**src/hdl/jia_pkg.sv**
```systemverilog
package jia_pkg;

  localparam int unsigned DataWidth = 64;
  localparam int unsigned CmdWidth  = 4;

  typedef enum logic [CmdWidth-1:0] {
    CMD_ADD  = 4'd0,
    CMD_SUB  = 4'd1,
    CMD_MUL  = 4'd2,
    CMD_DIV  = 4'd3,
    CMD_REM  = 4'd4,
    CMD_SHL  = 4'd5,
    CMD_SHR  = 4'd6,
    CMD_USHR = 4'd7,
    CMD_AND  = 4'd8,
    CMD_OR   = 4'd9,
    CMD_XOR  = 4'd10,
    CMD_NEG  = 4'd11
  } cmd_e;

  typedef struct packed {
    logic [CmdWidth-1:0]  cmd;
    logic                 is_long;
    logic [DataWidth-1:0] a;
    logic [DataWidth-1:0] b;
  } op_t;

  // sign-extend the low half
  function automatic logic [DataWidth-1:0] sext32(input logic [DataWidth-1:0] v);
    sext32 = {{(DataWidth/2){v[DataWidth/2-1]}}, v[DataWidth/2-1:0]};
  endfunction

endpackage

```
**src/hdl/jia_div_stage.sv**
```systemverilog
// one restoring-division stage handling StepBits quotient bits
module jia_div_stage #(
  parameter int unsigned StepBits = 4
) (
  input  logic [jia_pkg::DataWidth-1:0] rem_i,
  input  logic [jia_pkg::DataWidth-1:0] quo_i,
  input  logic [jia_pkg::DataWidth-1:0] div_i,
  output logic [jia_pkg::DataWidth-1:0] rem_o,
  output logic [jia_pkg::DataWidth-1:0] quo_o
);
  import jia_pkg::*;

  always_comb begin
    logic [DataWidth:0]   r;
    logic [DataWidth-1:0] q;
    logic [DataWidth:0]   t;
    r = {1'b0, rem_i};
    q = quo_i;
    for (int i = 0; i < int'(StepBits); i++) begin
      r = {r[DataWidth-1:0], q[DataWidth-1]};
      q = {q[DataWidth-2:0], 1'b0};
      t = r - {1'b0, div_i};
      if (!t[DataWidth]) begin
        r    = t;
        q[0] = 1'b1;
      end
    end
    rem_o = r[DataWidth-1:0];
    quo_o = q;
  end
endmodule

```
**config.mk**
```make
export PLATFORM = sky130hd
export DESIGN_NAME = jia_div_stage
export DESIGN_NICKNAME = d
export VERILOG_FILES = /design/src/hdl/jia_pkg.sv /design/src/hdl/jia_div_stage.sv
export SDC_FILE = /design/constraint.sdc
export NUM_CORES = 1
export LEC_CHECK = 0
export ABC_AREA = 1
export BUFFER_PORTS_ARGS = -buffer_cell sky130_fd_sc_hd__buf_2
export CORE_MARGIN = 2
export CORE_UTILIZATION = 30
export DETAILED_ROUTE_END_ITERATION = 10
export SETUP_SLACK_MARGIN = 0.05
export SYNTH_ARGS = -nofsm -noshare
export SYNTH_HDL_FRONTEND = slang
export SYNTH_SLANG_ARGS = --single-unit
```
**constraint.sdc**
```tcl
create_clock -name vclk -period 9.2
set_clock_uncertainty 0.2 [all_clocks]
set_input_delay 0.46 -clock vclk [all_inputs]
set_output_delay 0.46 -clock vclk [all_outputs]
set_load 0.02 [all_outputs]
```
## Word level (Yosys, flattened, before mapping)

Cells that the tools add are included.
W data, S select, Z words.

| operators by class | value |
|---|---|
| add/subtract/negate cells | 4 |
| muxes and demuxes | 8 |

Operator list:

| cell | number |
|---|---|
| $sub A65 B64 Y65 | 4 |
| $mux W64 | 4 |
| $mux W1 | 4 |

| word-level totals | value |
|---|---|
| output and inout bits | 128 |
| logic and storage cells | 12 |
| bits in registers | 0 |
| input bits | 192 |

## Depth between registers and ports, before layout

| depth | value |
|---|---|
| depth after elaboration | 8 |
| depth in mapped cells | 73 |
| mapped depth without buffers | 70 |

## Least setup slack after synthesis

No wires, ideal clock.

| path | value |
|---|---|
| kind | in2out |
| from | input port quo_i[63] (netlist bit) |
| to | output port rem_o[14] (netlist bit) |
| setup slack | -0.687 ns |
| stages | 67 |
| arrival | 9.227 ns |
| data required time | 8.540 ns |
| buffers on the path | 8 |
| cell sequence | inv_1 -> ha_1 -> inv_1 -> fa_1 -> nand2_1 -> nand2_1 -> nand3_1 -> nand2_2 -> nand2_1 -> nand2_2 -> nand2_1 -> nand2_2 -> nand2_2 -> nand2_1 -> nand2_2 -> nand2_4 -> inv_2 -> buf_4 -> [... 31 more ...] -> nand2_1 -> o21ai_0 -> ha_1 -> a21oi_1 -> nand2_1 -> a21oi_1 -> o21ai_1 -> a21boi_0 -> o21ai_1 -> nand3_1 -> nand3_1 -> a21o_1 -> a21boi_1 -> nand3_2 -> buf_6 -> buf_2 -> nand3_1 -> nand2_1 |

| on the way | value |
|---|---|
| longest elaborated chain between the ends | 8 |

Ends and longest elaborated chain:

| element | RTL line | text |
|---|---|---|
| start, declared | jia_div_stage.sv:6 | `input logic [jia_pkg::DataWidth-1:0] quo_i,` |
| $sub A65 B64 Y65 | jia_div_stage.sv:22 | `t = r - {1'b0, div_i};` |
| $mux W64 * | jia_div_stage.sv:23 | `if (!t[DataWidth]) begin` |
| $sub A65 B64 Y65 | jia_div_stage.sv:22 |  |
| $mux W64 * | jia_div_stage.sv:23 |  |
| $sub A65 B64 Y65 | jia_div_stage.sv:22 |  |
| $mux W64 * | jia_div_stage.sv:23 |  |
| $sub A65 B64 Y65 | jia_div_stage.sv:22 |  |
| $mux W64 * | jia_div_stage.sv:23 |  |
| end, declared | jia_div_stage.sv:8 | `output logic [jia_pkg::DataWidth-1:0] rem_o,` |

Mark *: on every way between the ends. The rest lies on a longest branch, timed or not.

## Final worst setup path

| path | value |
|---|---|
| from | input port div_i[55] (netlist bit) |
| to | output port rem_o[57] (netlist bit) |

| on the way | value |
|---|---|
| longest elaborated chain between the ends | 8 |

Ends and longest elaborated chain:

| element | RTL line | text |
|---|---|---|
| start, declared | jia_div_stage.sv:7 | `input logic [jia_pkg::DataWidth-1:0] div_i,` |
| $sub A65 B64 Y65 | jia_div_stage.sv:22 |  |
| $mux W64 | jia_div_stage.sv:23 |  |
| $sub A65 B64 Y65 | jia_div_stage.sv:22 |  |
| $mux W64 | jia_div_stage.sv:23 |  |
| $sub A65 B64 Y65 | jia_div_stage.sv:22 |  |
| $mux W64 | jia_div_stage.sv:23 |  |
| $sub A65 B64 Y65 | jia_div_stage.sv:22 |  |
| $mux W64 * | jia_div_stage.sv:23 |  |

Marks and branches as above.

==> flow_metrics.env <==
export IMPL_status="finished with violations"
export IMPL_violations="negative setup slack"
export IMPL_synthCells=4018
export IMPL_layout_min_cycle_time_ns=10.55
export IMPL_period_share_pct=115
export IMPL_fp_coreArea_um2=69900
export IMPL_start_util_pct=30.2
export IMPL_layout_commonest_cell="buf_4"
export IMPL_diodes=0
export IMPL_cp_data_arrival_time_ns=9.89
export IMPL_fin_ws_ns=-1.35
export IMPL_hp_class="primary input to output pin"
export IMPL_syn_to_final_growth_pct=102
export IMPL_maxSlewHeadroom_pct=49.9
export IMPL_fin_util_pct=61.1
export IMPL_via_per_inst=5.17
export IMPL_rows=97
export IMPL_layout_common_cells="buf_4, nand2_1, inv_1"
export IMPL_synth_area_um2=21100
export IMPL_die_h_um=269
export IMPL_crit_path_frequent_cell="nand2_1"
export IMPL_final_antenna_net_count=0
export IMPL_place_congestion=1.03
export IMPL_tightest_slew_ns=0.745
export IMPL_critPathLaunch="div_i[55]"
export IMPL_critPathLaunchType="primary input"
export IMPL_cp_num_cells=63
export IMPL_regArea_um2=0
export IMPL_dpl_hpwl_um=103000
export IMPL_ys_warnings_count=0
export IMPL_use_met3_pct=2.85
export IMPL_rsz0062_at_grt="true"
export IMPL_met1_usage_pct=40.4
export IMPL_clock_fmax_mhz=94.8
export IMPL_fp_dieW_um=269
export IMPL_drc=0
export IMPL_cp_slowest_cell="ha_1"
export IMPL_cp_required_ns=8.54
export IMPL_setup_viol=65
export IMPL_grt_overflow=0
export IMPL_grt_pass1_wl_um=181000
export IMPL_path_class="primary input to output pin"
export IMPL_drive_above_1_share_pct=49.3
export IMPL_top_usage_layer="met2"
export IMPL_critPathMaxFanout=8
export IMPL_synth_avg_cell_area_um2=5.26
export IMPL_cpLargestDelayFamily="simple AND/OR/NAND/NOR gates"
export IMPL_dpl_worst_slack_ns=-2.14
export IMPL_critPathCaptureType="output pin"
export IMPL_grt_max_degree=65
export IMPL_path_buf_inv=15
export IMPL_ys_seq_area_share_pct=0
export IMPL_nets=6393
export IMPL_hold_depth=0
export IMPL_synthDistinctLibCells=47
export IMPL_post_drt_wl_per_cell_um=19.5
export IMPL_gr_usage_met2_pct=53.5
export IMPL_drv_cap=0
export IMPL_endpoint="rem_o[57]"
export IMPL_postCtsHoldBufs=0
export IMPL_grt_use_total_pct=31.9
export IMPL_clock_buffers=0
export IMPL_port_buffers=200
export IMPL_drt_first_pass_iters=8
export IMPL_cp_slowest_stage_delay_ns=0.38
export IMPL_antenna_found_initial=0
export IMPL_grt_pass1_vias=32500
export IMPL_ios=320
export IMPL_seq_cell_count=0
export IMPL_drt_iter0_markers=3482
export IMPL_routed_wl_um=134000
export IMPL_hold_viol=0
export IMPL_vias=35600
export IMPL_final_max_slew_viol_count=0
export IMPL_syn_nets=4470
export IMPL_die_area_um2=72600
## synth_stat cells (12+ instances only)
master,count,area (µm²)
buf_4,69,518
a21o_1,31,233
a21oi_1,352,1760
xnor2_1,120,1050
o21ai_0,284,1420
nand3_1,286,1430
o21a_1,21,158
ha_1,256,3200
nand3b_1,12,90.1
nand4_1,26,163
nand2_1,1091,4100
a21boi_0,19,143
clkbuf_1,15,56.3
o211ai_1,12,90.1
a31oi_1,62,388
buf_2,31,155
o21bai_1,32,240
inv_1,563,2110
nor2_1,454,1700
o21ai_2,12,105
nor4_1,24,150
nor3_1,39,195
xor2_1,97,850
o21ai_1,28,140
## logic make-up (layout without fill, tap and decap cells)
kind of cell,count (synthesis),after routing,synth area share (%)
AOI/OAI and AO/OA,872,872,22.9
xor gates and xnor gates,217,217,8.99
adders and majority gates,260,260,15.5
buffers and inverters,693,2613,14.0
and+or+nand+nor,1976,1977,38.5
## metal layers
layer  part of all wire (%)  wire [µm]
met5                      0          0
met4                    8.4      11300
met3                    8.1      10800
met2                     44      58500
met1                     40      53300
## final cells by class
class	instances	area, µm²
fillers	6312	27200
inverters	568	2210
multi-input cells	3326	23000
well taps	940	1180
repair buffers	2045	16300
## worst min-delay path by stage
stage               from        end  slack [ns]
3_5_place_dp    quo_i[8]  quo_o[12]        0.72
3_3_place_gp    quo_i[8]  quo_o[12]        0.72
4_1_cts         quo_i[8]  quo_o[12]        0.72
2_1_floorplan   quo_i[6]  quo_o[10]        0.83
6_report        quo_i[9]  quo_o[13]        0.72
5_1_grt        quo_i[17]  quo_o[21]        0.72
## stage by stage
stage	cells	hold slack, ns	area [µm²]	setup TNS [ns]
finish	6879	0.720	42700	-81.21
global placement	6664	0.720	35400	-131.21
global route	6879	0.720	42700	-97.32
detailed placement	6664	0.720	35400	-137.92
CTS	6743	0.720	37400	-69.43
floorplan	4018	0.833	21700	-1.67
## repair_timing
item,4_1_cts,5_1_grt
setup buffers,67,122
resized for setup,296,907
endpoints found under the setup margin,65,65
pin swaps,54,219
gates cloned,12,19
Power is left out: the tool's default activity adds up to more than one toggle a clock period on the data nets, which glitch-free logic cannot reach.
